### config.mk
export PLATFORM = sky130hd
export DESIGN_NAME = delimited_record_int_extractor
export DESIGN_NICKNAME = d
export VERILOG_FILES = /design/src/drie_pkg.sv /design/src/drie_num_parser.sv /design/src/drie_out_buffer.sv /design/src/delimited_record_int_extractor.sv
export VERILOG_INCLUDE_DIRS = /design/src /design/src/src
export SDC_FILE = /design/constraint.sdc
export NUM_CORES = 1
export LEC_CHECK = 0
export ABC_AREA = 1
export BUFFER_PORTS_ARGS = -buffer_cell sky130_fd_sc_hd__clkbuf_2
export CAP_MARGIN = 20
export CORE_MARGIN = 5
export CORE_UTILIZATION = 60
export CTS_BUF_LIST = sky130_fd_sc_hd__clkbuf_16
export CTS_CLUSTER_DIAMETER = 200
export DETAILED_ROUTE_END_ITERATION = 10
export HOLD_SLACK_MARGIN = 0.06
export PLACE_DENSITY = 0.78
export SYNTH_ARGS = -nofsm -noshare
export SYNTH_HDL_FRONTEND = slang
export SYNTH_SLANG_ARGS = --single-unit
### constraint.sdc
create_clock -name clk -period 6.25 [get_ports clk]
set_input_delay 0.625 -clock clk [delete_from_list [all_inputs] [get_ports clk]]
set_output_delay 0.625 -clock clk [all_outputs]
set_load 0.02 [all_outputs]
### src/assert_macros.svh
// Assertion macros shared by the extractor RTL files.
`ifndef ASSERT_MACROS_SVH
`define ASSERT_MACROS_SVH

// Generic clocked assertion with an explicit clock and active-low reset.
`define ASSERT_IMPL(label, clk_sig, rst_n_sig, prop, msg) \
	label: assert property (@(posedge clk_sig) disable iff (!rst_n_sig) prop) else $error(msg);

// Clocked assertion on the house clock and reset names.
`define ASSERT_CLK(label, prop, msg) `ASSERT_IMPL(label, clk, arst_n, prop, msg)

`endif

### src/drie_pkg.sv
// Types and constants of the delimited record integer extractor.
package drie_pkg;

	// Byte codes
	localparam logic [7:0] CHAR_NEWLINE = 8'h0A;
	localparam logic [7:0] CHAR_MINUS   = 8'h2D;
	localparam logic [7:0] CHAR_ZERO    = 8'h30;
	localparam logic [7:0] CHAR_NINE    = 8'h39;

	// Configuration register indexes
	localparam int unsigned CFG_INDEX_BITS = 2;
	localparam logic [CFG_INDEX_BITS-1:0] REG_SEPARATOR    = 2'd0;
	localparam logic [CFG_INDEX_BITS-1:0] REG_KEY_COLUMN   = 2'd1;
	localparam logic [CFG_INDEX_BITS-1:0] REG_VALUE_COLUMN = 2'd2;

	// Configuration widths and reset values
	localparam int unsigned CFG_DATA_BITS = 8;
	localparam int unsigned COLUMN_BITS   = 4;
	localparam logic [7:0] SEPARATOR_RESET = 8'h7C;
	localparam logic [COLUMN_BITS-1:0] KEY_COLUMN_RESET   = 4'd0;
	localparam logic [COLUMN_BITS-1:0] VALUE_COLUMN_RESET = 4'd1;

	// Stream widths
	localparam int unsigned OUT_NUMBER_BITS = 32;
	localparam int unsigned IN_TDATA_BITS   = 8;
	localparam int unsigned OUT_TDATA_BITS  = 72;

	// Field parser phase
	typedef enum logic [1:0] {
		PH_START  = 2'd0,
		PH_MINUS  = 2'd1,
		PH_DIGITS = 2'd2,
		PH_DONE   = 2'd3
	} phase_t;

	// Per-column parser control
	typedef struct packed {
		logic step;   // apply the current byte to this column
		logic clear;  // record ends: return to start of field
	} drie_ctl_t;

	// Per-column parser result, reflecting the current byte
	typedef struct packed {
		logic                       overflow;
		logic [OUT_NUMBER_BITS-1:0] number;
	} drie_num_t;

	// One result item, packed lowest field in the lowest bits
	typedef struct packed {
		logic                       value_overflow;
		logic                       key_overflow;
		logic [OUT_NUMBER_BITS-1:0] value_number;
		logic [OUT_NUMBER_BITS-1:0] key_number;
	} drie_result_t;

endpackage

### src/drie_num_parser.sv
// Signed decimal field parser for one selected column.
`include "assert_macros.svh"

module drie_num_parser
	import drie_pkg::*;
#(
	parameter int NUMBER_BITS = 32
) (
	input  logic       clk,
	input  logic       arst_n,
	input  drie_ctl_t  ctl,
	input  logic [7:0] data_byte,
	output drie_num_t  result
);

	localparam int AW = NUMBER_BITS;
	localparam int WW = NUMBER_BITS + 4;
	localparam int OW = (NUMBER_BITS > OUT_NUMBER_BITS) ? NUMBER_BITS : OUT_NUMBER_BITS;

	logic [AW-1:0] acc_q, acc_n;
	phase_t        phase_q, phase_n;
	logic          neg_q, neg_n;
	logic          big_q, big_n;

	logic          is_digit;
	logic          take_digit;
	logic [WW-1:0] limit_w;
	logic [WW-1:0] prod_w;
	logic          too_big;
	logic [OW-1:0] mag_w;
	logic [OW-1:0] signed_w;

	// Candidate magnitude and its range check
	always_comb begin
		is_digit = (data_byte >= CHAR_ZERO) && (data_byte <= CHAR_NINE);
		limit_w  = ((WW'(1) << (AW - 1)) - WW'(1)) + WW'(neg_q);
		prod_w   = (WW'(acc_q) << 3) + (WW'(acc_q) << 1) + WW'(data_byte[3:0]);
		too_big  = prod_w > limit_w;
	end

	// Advance the field phase on a byte of this column
	always_comb begin
		acc_n      = acc_q;
		phase_n    = phase_q;
		neg_n      = neg_q;
		big_n      = big_q;
		take_digit = 1'b0;
		if (ctl.step) begin
			case (phase_q)
				PH_START: begin
					if (data_byte == CHAR_MINUS) begin
						phase_n = PH_MINUS;
						neg_n   = 1'b1;
					end else if (is_digit) begin
						take_digit = 1'b1;
					end else begin
						phase_n = PH_DONE;
					end
				end
				PH_MINUS, PH_DIGITS: begin
					if (is_digit) begin
						take_digit = 1'b1;
					end else begin
						phase_n = PH_DONE;
					end
				end
				default: begin
				end
			endcase
		end
		if (take_digit) begin
			phase_n = PH_DIGITS;
			if (!big_q) begin
				if (too_big) begin
					big_n = 1'b1;
					acc_n = '0;
				end else begin
					acc_n = prod_w[AW-1:0];
				end
			end
		end
	end

	// Form the signed result from the updated state
	always_comb begin
		mag_w           = OW'(acc_n);
		signed_w        = neg_n ? (OW'(0) - mag_w) : mag_w;
		result.overflow = big_n;
		result.number   = big_n ? '0 : signed_w[OUT_NUMBER_BITS-1:0];
	end

	// Hold parser state, clear at record end
	always_ff @(posedge clk or negedge arst_n) begin
		if (!arst_n) begin
			acc_q   <= '0;
			phase_q <= PH_START;
			neg_q   <= 1'b0;
			big_q   <= 1'b0;
		end else if (ctl.clear) begin
			acc_q   <= '0;
			phase_q <= PH_START;
			neg_q   <= 1'b0;
			big_q   <= 1'b0;
		end else begin
			acc_q   <= acc_n;
			phase_q <= phase_n;
			neg_q   <= neg_n;
			big_q   <= big_n;
		end
	end

	`ASSERT_CLK(a_big_zero_acc, big_q |-> (acc_q == '0), "overflowed field kept a magnitude")
	`ASSERT_CLK(a_start_clean, (phase_q == PH_START) |-> ((acc_q == '0) && !neg_q), "field start not clean")
	`ASSERT_CLK(a_clear_start, ctl.clear |=> (phase_q == PH_START), "record end did not restart field")

endmodule

### src/drie_out_buffer.sv
// Two-entry result buffer: output register plus skid register.
`include "assert_macros.svh"

module drie_out_buffer #(
	parameter int WIDTH = 66
) (
	input  logic             clk,
	input  logic             arst_n,
	input  logic             push,
	input  logic [WIDTH-1:0] push_data,
	output logic             full,
	output logic             out_valid,
	input  logic             out_ready,
	output logic [WIDTH-1:0] out_data
);

	logic             main_valid_q;
	logic [WIDTH-1:0] main_data_q;
	logic             skid_valid_q;
	logic [WIDTH-1:0] skid_data_q;
	logic             pop;

	assign pop       = main_valid_q && out_ready;
	assign full      = skid_valid_q;
	assign out_valid = main_valid_q;
	assign out_data  = main_data_q;

	// Control: advance the skid into the output register when it frees up
	always_ff @(posedge clk or negedge arst_n) begin
		if (!arst_n) begin
			main_valid_q <= 1'b0;
			skid_valid_q <= 1'b0;
		end else if (pop || !main_valid_q) begin
			main_valid_q <= skid_valid_q || push;
			skid_valid_q <= skid_valid_q && push;
		end else if (push) begin
			skid_valid_q <= 1'b1;
		end
	end

	// Payload: no reset needed
	always_ff @(posedge clk) begin
		if (pop || !main_valid_q) begin
			if (skid_valid_q) begin
				main_data_q <= skid_data_q;
				if (push) begin
					skid_data_q <= push_data;
				end
			end else if (push) begin
				main_data_q <= push_data;
			end
		end else if (push) begin
			skid_data_q <= push_data;
		end
	end

	`ASSERT_CLK(a_skid_needs_main, skid_valid_q |-> main_valid_q, "skid item without output item")
	`ASSERT_CLK(a_no_push_when_full, skid_valid_q |-> !push, "item pushed into a full buffer")
	`ASSERT_CLK(a_stall_to_skid, (push && main_valid_q && !out_ready) |=> skid_valid_q, "stalled push lost")

endmodule

### src/delimited_record_int_extractor.sv
// Delimited record integer extractor: top level.
//
// Input stream (s_*): one text byte per item in s_tdata[7:0]; s_tlast marks
// the last byte of the whole data stream. Records end at a newline byte;
// fields are split by the configured separator byte.
// Output stream (m_*): one result item per record, issued for its newline
// byte or for the last byte of the stream when no newline ends it.
// Configuration (cfg_*): write separator, key column and value column only
// while the block is idle; a write takes effect at the next clock edge.
// Timing: the result item is registered into the output buffer when the ending byte
// is accepted. Throughput: one byte per cycle while s_tready is high; the digit
// accumulate (multiply by ten, add, range compare) is combinational.
// Stall: results queue in an output register plus a skid register; s_tready
// falls only while both hold a result, and rises once m_tready drains one.
// Reset (arst_n low): registers return to separator '|', key column 0, value
// column 1; the column counter and both field parsers restart; no result is
// pending after reset.
module delimited_record_int_extractor
	import drie_pkg::*;
#(
	parameter int MAX_COLUMNS = 16,
	parameter int NUMBER_BITS = 32
) (
	input  logic                      clk,
	input  logic                      arst_n,
	// Input stream
	input  logic                      s_tvalid,
	output logic                      s_tready,
	input  logic [IN_TDATA_BITS-1:0]  s_tdata,   // [7:0] data_byte
	input  logic                      s_tlast,   // final_byte
	// Output stream
	output logic                      m_tvalid,
	input  logic                      m_tready,
	output logic [OUT_TDATA_BITS-1:0] m_tdata,   // [31:0] key_number, [63:32] value_number,
	                                             // [64] key_overflow, [65] value_overflow
	// Configuration write port
	input  logic                      cfg_we,
	input  logic [CFG_INDEX_BITS-1:0] cfg_index,
	input  logic [CFG_DATA_BITS-1:0]  cfg_wdata
);

	localparam int CW   = $clog2(MAX_COLUMNS + 1);
	localparam int CMPW = (CW > COLUMN_BITS) ? CW : COLUMN_BITS;
	localparam int RW   = $bits(drie_result_t);

	logic [7:0]             separator_q;
	logic [COLUMN_BITS-1:0] key_column_q;
	logic [COLUMN_BITS-1:0] value_column_q;
	logic [CW-1:0]          column_q;

	logic         accept;
	logic         is_newline;
	logic         is_sep;
	logic         in_range;
	logic         emit;
	logic         buf_full;
	drie_ctl_t    key_ctl, value_ctl;
	drie_num_t    key_res, value_res;
	drie_result_t result;
	logic [RW-1:0] buf_out;

	assign s_tready = !buf_full;
	assign accept   = s_tvalid && s_tready;

	// Classify the byte and route it to the selected columns
	always_comb begin
		is_newline      = s_tdata == CHAR_NEWLINE;
		is_sep          = !is_newline && (s_tdata == separator_q);
		in_range        = column_q < CW'(MAX_COLUMNS);
		emit            = accept && (is_newline || s_tlast);
		key_ctl.step    = accept && !is_newline && !is_sep && in_range &&
		                  (CMPW'(column_q) == CMPW'(key_column_q));
		value_ctl.step  = accept && !is_newline && !is_sep && in_range &&
		                  (CMPW'(column_q) == CMPW'(value_column_q));
		key_ctl.clear   = emit;
		value_ctl.clear = emit;
	end

	// Configuration registers
	always_ff @(posedge clk or negedge arst_n) begin
		if (!arst_n) begin
			separator_q    <= SEPARATOR_RESET;
			key_column_q   <= KEY_COLUMN_RESET;
			value_column_q <= VALUE_COLUMN_RESET;
		end else if (cfg_we) begin
			case (cfg_index)
				REG_SEPARATOR:    separator_q    <= cfg_wdata;
				REG_KEY_COLUMN:   key_column_q   <= cfg_wdata[COLUMN_BITS-1:0];
				REG_VALUE_COLUMN: value_column_q <= cfg_wdata[COLUMN_BITS-1:0];
				default: begin
				end
			endcase
		end
	end

	// Column counter: count separators, saturate, restart per record
	always_ff @(posedge clk or negedge arst_n) begin
		if (!arst_n) begin
			column_q <= '0;
		end else if (emit) begin
			column_q <= '0;
		end else if (accept && is_sep && in_range) begin
			column_q <= column_q + CW'(1);
		end
	end

	drie_num_parser #(
		.NUMBER_BITS(NUMBER_BITS)
	) u_key_parser (
		.clk       (clk),
		.arst_n    (arst_n),
		.ctl       (key_ctl),
		.data_byte (s_tdata[7:0]),
		.result    (key_res)
	);

	drie_num_parser #(
		.NUMBER_BITS(NUMBER_BITS)
	) u_value_parser (
		.clk       (clk),
		.arst_n    (arst_n),
		.ctl       (value_ctl),
		.data_byte (s_tdata[7:0]),
		.result    (value_res)
	);

	// Assemble the result item
	always_comb begin
		result.key_number     = key_res.number;
		result.value_number   = value_res.number;
		result.key_overflow   = key_res.overflow;
		result.value_overflow = value_res.overflow;
	end

	drie_out_buffer #(
		.WIDTH(RW)
	) u_out_buffer (
		.clk       (clk),
		.arst_n    (arst_n),
		.push      (emit),
		.push_data (result),
		.full      (buf_full),
		.out_valid (m_tvalid),
		.out_ready (m_tready),
		.out_data  (buf_out)
	);

	assign m_tdata = {(OUT_TDATA_BITS - RW)'(0), buf_out};

endmodule
==> qor.csv, run 1 <==
stage,metric,value,unit
status,status,finished clean,
worst_setup_path,cp-start-kind,flop,
logic_synthesis,ys_warn_count,0,
layout,multiInputGateArea,0.01050,mm^2
run,maxCapViolations,0,
route,wl_per_cell,17.30,um
route,drcViolationCount,0,
cts,postCtsSetupBuffers,0,
global_route,grt_max_degree,95,
sta,clock_skew,0.01363,ns
layout,regArea,0.006350,mm^2
power_and_ir_drop,ir_drop,0.1867,mV
min_path,min_path_type,in2reg,
placed_design,pre_cts_ws,0.3116,ns
floorplan,initial_core_util,60.94,%
global_route,track_usage,29.76,%
placed_design,dp.cells,2896,
floorplan,ios,98,
worst_setup_path,worstPathMaxFanout,8,
logic_synthesis,synth_cells,2450,
worst_setup_path,cp_common_cell,nand2_1,
cts,ctsLongestPathBuffers,3,
placed_design,io_buffers,91,
sta,min_period_over_period,91.00,%
logic_synthesis,avgSynthCellArea,7.392,um^2
placed_design,gp_congestion,0.9855,
route,drt_wl_total,50930,um
power_and_ir_drop,power_density,177.6,mW/mm^2
logic_synthesis,ys_types,54,
global_route,antenna_found_initial,0,
global_route,grt_pass1_vias,16280,
logic_synthesis,ys_ff_latch,227,
power_and_ir_drop,leakage,11.22,nW
logic_synthesis,synth-edff-count,132,
layout,layout-area-overhead-vs-synth,9.721,%
worst_setup_path,timing.critical_path.buf_inv,1,
worst_setup_path,crit_path_top_delay_cell,fa_1,
global_route,grt_pass1_wl,82240,um
worst_setup_path,r2r_slack,0.56,ns
floorplan,core_area,0.02972,mm^2
layout,drive_gt1_share,9.785,%
logic_synthesis,synth-async-reset-ratio,41.85,%
floorplan,die_height,183.7,um
power_and_ir_drop,combPwrFrac,9.4,%
layout,layout_commonest_cell,nand2_1,
cts,clk_latency,0.54,ns
floorplan,rows,63,
worst_setup_path,crit_arrival,5.93,ns
power_and_ir_drop,intPower,2.641,mW
sta,timing.setup.tns,0,ns
power_and_ir_drop,power_frac_clock,42.5,%
layout,fillCellCount,2529,
worst_setup_path,critical_path_class,reg2reg,
layout,final_cells,2945,
layout,fin_nets,2761,
route,vias,16880,
worst_setup_path,end_kind,flop,
floorplan,dieArea,0.03376,mm^2
sta,timing.final.ws_setup,0.5624,ns
sta,period_needed,5.688,ns
worst_setup_path,max_stage_delay,0.53,ns
layout,mostFrequentLayoutCells,"nand2_1, inv_1, nor2_1, ha_1, edfxtp_1",
cts,cts_inserted_buffers,25,
sta,fmax,175.8,MHz
floorplan,dieWidth,183.7,um
route,dr.first_iter.drc_count,1767,
sta,slew_violations,0,
cts,cts_max_level,1,
power_and_ir_drop,power_frac_seq,48.2,%
cts,clock-root-buffer,clkbuf_16,
worst_setup_path,cp.required,6.49,ns
worst_setup_path,path_delay_family,simple AND/OR/NAND/NOR gates,
cts,clk_pin_slew_worst_paths,0.06,ns
sta,setup-violations-final,0,
power_and_ir_drop,switching_share,25.15,%
sta,rsz0062_at_grt,false,
cts,cts_tree,built,
route,via_per_inst,5.732,
power_and_ir_drop,p_total,3.528,mW
power_and_ir_drop,p_switching,887.2,uW
placed_design,dp_hpwl,39660,um
logic_synthesis,syn_area,0.01811,mm^2
sta,slew_headroom,32.93,%
global_route,overflow,0,
sta,tightest_slew,0.9807,ns
logic_synthesis,synth-seq-area-share,35.06,%
sta,hold_viol,0,
cts,cts_num_sinks,227,
route,first_pass_iters,6,
route,ant_nets,0,
layout,antenna_cells,0,
logic_synthesis,ys.flop_type,edfxtp_1,
-- worst paths after layout --
| path | end | depth (start not counted) | from |
|---|---|---|---|
| worst max register to register | u_out_buffer.out_data[58] | 33 | u_value_parser.acc_q[0] |
| max in group asynchronous | separator_q[5] | 4 | arst_n |
| worst min-delay path | separator_q[7] | 2 | cfg_wdata[7] |
| min in group asynchronous | u_value_parser.acc_q[30] | 2 | arst_n |
| worst min register to register | value_column_q[0] | 2 | value_column_q[0] |
| worst max-delay path | u_out_buffer.out_data[58] | 33 | u_value_parser.acc_q[0] |
-- worst reg2reg max path, delay by kind of cell (launching register included) --
kind,cells,cell delay (ns)
DFF,1,0.43
and+or+nand+nor,24,2.69
AOI/OAI and AO/OA,3,0.53
adders and majority gates,4,1.51
buffers and inverters,1,0.11
xor gates and xnor gates,1,0.17
-- through the flow --
| step | area, um^2 | hold slack, ns | utilization, % |
|---|---|---|---|
| floorplan | 18130 | 0.3294 | - |
| global placement | 18970 | 0.4871 | 63.84 |
| detailed placement | 18970 | 0.4919 | 63.84 |
| CTS | 19810 | 0.3144 | 66.67 |
| global route | 19870 | 0.3189 | 66.86 |
| finish | 19870 | 0.3174 | 66.86 |
-- layout make-up --
class / count / share of cell area [%]
clock inverter: 20 / 0.9067
inverter: 273 / 5.157
clock buffer: 26 / 3.274
sequential: 227 / 31.96
timing repair buffer: 114 / 3.388
multi-input combinational: 1895 / 52.86
tap: 390 / 2.456
-- synthesized netlist by cell type (all sizes together), types with 3 or more instances --
cell type / number / area share [%]
o21ai: 112 / 3.1
a21oi: 131 / 3.7
mux2: 4 / 0.25
buf: 24 / 0.90
nand2: 813 / 17
edfxtp: 132 / 22
ha: 197 / 14
and2: 4 / 0.15
dfstp: 6 / 0.87
clkbuf: 36 / 0.75
fa: 4 / 0.44
and3: 11 / 0.38
or2: 5 / 0.17
nand3: 114 / 3.3
nor2: 284 / 6.5
a211oi: 3 / 0.15
xnor2: 39 / 1.9
nor3: 19 / 0.73
xor2: 31 / 1.5
dfrtp: 89 / 12
inv: 273 / 5.7
o21bai: 9 / 0.37
a31oi: 9 / 0.31
o22ai: 4 / 0.14
nand3b: 4 / 0.23
nand4: 79 / 2.8
-- sequential cells by signal, indices dropped and copies added (netlist names), 2 cells and up --
register and count:
column_q 5, u_value_parser.acc_q 32, key_column_q 4, u_out_buffer.skid_data_q 66, value_column_q 4, u_key_parser.acc_q 32
u_value_parser.phase_q 2, u_key_parser.phase_q 2, u_out_buffer.out_data 66, separator_q 8
-- logic make-up after synthesis --
family	after synthesis	synth area share (%)
AND/OR/NAND/NOR	1336	31.69
buffers and inverters	333	7.303
AO/OA/AOI/OAI	278	8.242
flip-flops	227	35.06
adder cells (fa/ha/maj)	201	14.05
XOR/XNOR	70	3.385
multiplexers	4	0.2487
other	1	0.02071
-- routing by layer --
| metal | up-vias | routed length, um | global-route usage [%] |
|---|---|---|---|
| met5 | - | 0 | 0 |
| li1 | 8229 | - | - |
| met3 | 119 | 4514 | 5.144 |
| met1 | 7802 | 22240 | 42.27 |
| met4 | 0 | 1774 | 9.494 |
| met2 | 730 | 22410 | 46.79 |
-- power by group through the flow --
| stage | clock network (mW) | logic [mW] | registers, mW |
|---|---|---|---|
| 6_report | 1.50 | 0.331 | 1.70 |
| 2_1_floorplan | 0 | 0.179 | 1.76 |
| 4_1_cts | 1.51 | 0.327 | 1.70 |
| 3_3_place_gp | 0 | 0.311 | 1.72 |
| 5_1_grt | 1.57 | 0.366 | 1.70 |
| 3_5_place_dp | 0 | 0.324 | 1.73 |
-- repair_timing --
| action | CTS | global route |
|---|---|---|
| gates resized for setup | 0 | 1 |
| hold buffers | 1 | 0 |
| hold endpoints to repair | 17 | 0 |
| setup endpoints to repair | 0 | 1 |
Power figures use the tool's default switching activity.
==> inputs of run 2 (changes only) <==
--- a/config.mk
+++ b/config.mk
@@ -8,13 +8,12 @@
 export LEC_CHECK = 0
 export ABC_AREA = 1
 export BUFFER_PORTS_ARGS = -buffer_cell sky130_fd_sc_hd__clkbuf_2
-export CAP_MARGIN = 20
-export CORE_MARGIN = 5
 export CORE_UTILIZATION = 60
 export CTS_BUF_LIST = sky130_fd_sc_hd__clkbuf_16
 export CTS_CLUSTER_DIAMETER = 200
 export DETAILED_ROUTE_END_ITERATION = 10
 export HOLD_SLACK_MARGIN = 0.06
+export MAX_ROUTING_LAYER = met4
 export PLACE_DENSITY = 0.78
 export SYNTH_ARGS = -nofsm -noshare
 export SYNTH_HDL_FRONTEND = slang
==> run 2 against run 1 <==
Global-route usage increased by 5.3 points. Clock power about the same. Worst setup slack got worse by 0.028 ns. Sequential share of layout area increased by 0.063 points. Core utilization about the same. Non-clock buffer count decreased by 3. Sequential power about the same. Critical path type unchanged. Critical endpoint is now u_out_buffer.out_data[42]. Highest routed layer unchanged.
==> qor.csv, run 2 (same netlist as run 1, synthesis figures left out) <==
stage,metric,value,unit,change
global_route,grt_pass1_vias,15976,,-1.9%
route,wl_per_cell,17.65,um,+2.1%
sta,slew_headroom,24.24,%,-8.7 points
worst_setup_path,r2r_start,u_value_parser.acc_q[0],,
cts,cts_num_sinks,227,,unchanged
power_and_ir_drop,ir_drop,0.2176,mV,+17%
placed_design,gp_congestion,0.9605,,-2.5%
worst_setup_path,crit_arrival,6.13,ns,+0.20 ns
power_and_ir_drop,p_switching,893.6,uW,+0.72%
route,dr.first_iter.drc_count,1680,,-4.9%
global_route,grt_max_degree,95,,unchanged
layout,fin_nets,2758,,-0.11%
route,vias,16880,,unchanged
sta,clock_skew,0.01870,ns,+0.005077 ns
global_route,use_met1,48.04,%,+5.8 points
global_route,grt_pass1_wl,83550,um,+1.6%
sta,rsz0062_at_grt,false,,
power_and_ir_drop,intPower,2.655,mW,+0.54%
floorplan,dieWidth,175.7,um,-4.4%
floorplan,dieArea,0.03088,mm^2,-8.5%
sta,tightest_slew,1.108,ns,+0.1271 ns
layout,antenna_cells,0,,unchanged
worst_setup_path,worstPathMaxFanout,8,,unchanged
floorplan,die_height,175.7,um,-4.4%
layout,drive_gt1_share,9.878,%,+0.094 points
global_route,antenna_found_initial,0,,unchanged
power_and_ir_drop,power_frac_seq,47.9,%,-0.3 points
layout,layout-area-overhead-vs-synth,9.507,%,
worst_setup_path,cp.required,6.66,ns,+0.17 ns
sta,hold_viol,0,,unchanged
cts,clock-root-buffer,clkbuf_16,,
worst_setup_path,max_stage_delay,0.54,ns,about the same
placed_design,pre_cts_ws,0.04032,ns,-0.2713 ns
global_route,use_met3,3.983,%,-1.2 points
global_route,overflow,0,,unchanged
sta,min_period_over_period,91.45,%,+0.45 points
layout,regArea,0.006350,mm^2,unchanged
cts,ctsLongestPathBuffers,3,,unchanged
floorplan,initial_core_util,61.10,%,+0.16 points
floorplan,core_area,0.02964,mm^2,-0.27%
cts,clk_latency,0.55,ns,about the same
layout,mostFrequentLayoutCells,"nand2_1, inv_1, nor2_1, ha_1, edfxtp_1",,
worst_setup_path,cp_common_cell,nand2_1,,
power_and_ir_drop,switching_share,25.18,%,+0.033 points
cts,clk_pin_slew_worst_paths,0.06,ns,about the same
sta,timing.setup.tns,0,ns,unchanged
worst_setup_path,critical_path_class,reg2reg,,
sta,fmax,175.0,MHz,-0.49%
worst_setup_path,crit_path_top_delay_cell,fa_1,,
placed_design,io_buffers,91,,unchanged
sta,timing.final.ws_setup,0.5343,ns,-0.02801 ns
layout,layout_commonest_cell,nand2_1,,
route,via_per_inst,5.740,,+0.14%
power_and_ir_drop,combPwrFrac,9.2,%,-0.2 points
floorplan,rows,63,,unchanged
layout,multiInputGateArea,0.01051,mm^2,about the same
power_and_ir_drop,power_frac_clock,42.9,%,+0.4 points
global_route,use_met2,55.93,%,+9.1 points
power_and_ir_drop,p_total,3.549,mW,+0.59%
route,ant_nets,0,,unchanged
run,maxCapViolations,0,,unchanged
placed_design,dp_hpwl,40620,um,+2.4%
cts,cts_max_level,1,,unchanged
sta,setup-violations-final,0,,unchanged
min_path,min_path_type,in2reg,,
floorplan,ios,98,,unchanged
worst_setup_path,end_kind,flop,,
worst_setup_path,cp-startpoint,u_value_parser.acc_q[0],,
global_route,busiest_layer,met2,,
status,status,finished clean,,
route,drt_wl_total,51920,um,+1.9%
min_path,worst_hold_startpoint,cfg_wdata[6],,
route,drcViolationCount,0,,unchanged
layout,fillCellCount,2641,,+4.4%
power_and_ir_drop,power_density,178.9,mW/mm^2,+0.78%
cts,cts_tree,built,,
route,first_pass_iters,8,,+2
sta,period_needed,5.716,ns,+0.02801 ns
sta,slew_violations,0,,unchanged
worst_setup_path,cp-start-kind,flop,,
power_and_ir_drop,leakage,11.20,nW,-0.16%
cts,cts_inserted_buffers,25,,unchanged
global_route,track_usage,35.09,%,+5.3 points
[run 2: changes by cell type in the layout (fill, tap and decap cells not counted), moves of 2 or more]
cell      before  now
buf_4         21   19
buf_16         2    0
clkinv_1       6    3
clkinv_2       2    6
[run 2: cell type report]
type | instances | share of cell area [%]
multi-input cells | 1895 | 53.01
flip-flops and latches | 227 | 32.02
inverters | 273 | 5.167
clock buffers | 25 | 3.155
repair buffers | 111 | 3.142
well taps | 390 | 2.461
clock inverters | 20 | 1.047
[run 2: worst paths after layout]
kind	endpoint	slack, ns	cells after the start
setup reg to reg	u_out_buffer.out_data[42]	0.53	32
setup / recovery	u_out_buffer.out_data[42]	0.53	32
max in group asynchronous	key_column_q[0]	4.44	3
min in group asynchronous	u_value_parser.acc_q[28]	0.53	2
hold reg to reg	separator_q[2]	0.51	2
hold / removal	separator_q[6]	0.32	2
[run 2: metal layers]
metal / share of wire [%] / wire length [um] / vias to the layer above
li1: - / - / 8210
met1: 45 / 23210 / 7913
met2: 46 / 23910 / 677
met3: 7.1 / 3678 / 80
met4: 2.1 / 1113 / 0
met5: 0 / 0 / -
[run 2: power by group through the flow]
stage	Sequential [mW]	Clock [mW]	Combinational [mW]
after floorplan	1.76	0	0.179
after global placement	1.72	0	0.313
after detailed placement	1.73	0	0.324
after CTS	1.70	1.53	0.326
after global routing	1.70	1.58	0.362
final	1.70	1.52	0.327
[run 2: timing repair]
action                                  4_1_cts  5_1_grt
buffers inserted                              0        0
hold endpoints to repair                     22        0
endpoints found under the setup margin        0       10
hold buffers                                  1        0
resized for setup                             0        3
[run 2: worst max-delay path, delay by kind of cell, from the launching register on]
| kind | cells | cell delay (ns) |
|---|---|---|
| flops | 1 | 0.44 |
| fa+ha+maj | 4 | 1.49 |
| buf+inv | 1 | 0.07 |
| xor+xnor | 1 | 0.27 |
| simple gates | 20 | 2.12 |
| compound gates | 6 | 1.19 |
[run 2: metrics by stage]
step	hold slack, ns	instances	area [um^2]	utilization, %
4_1_cts	0.3158	2941	19820	66.87
6_report	0.3174	2941	19830	66.91
5_1_grt	0.3158	2941	19830	66.91
3_5_place_dp	0.4957	2895	18980	64.03
2_1_floorplan	0.3294	2455	18130	-
3_3_place_gp	0.4853	2895	18980	64.03
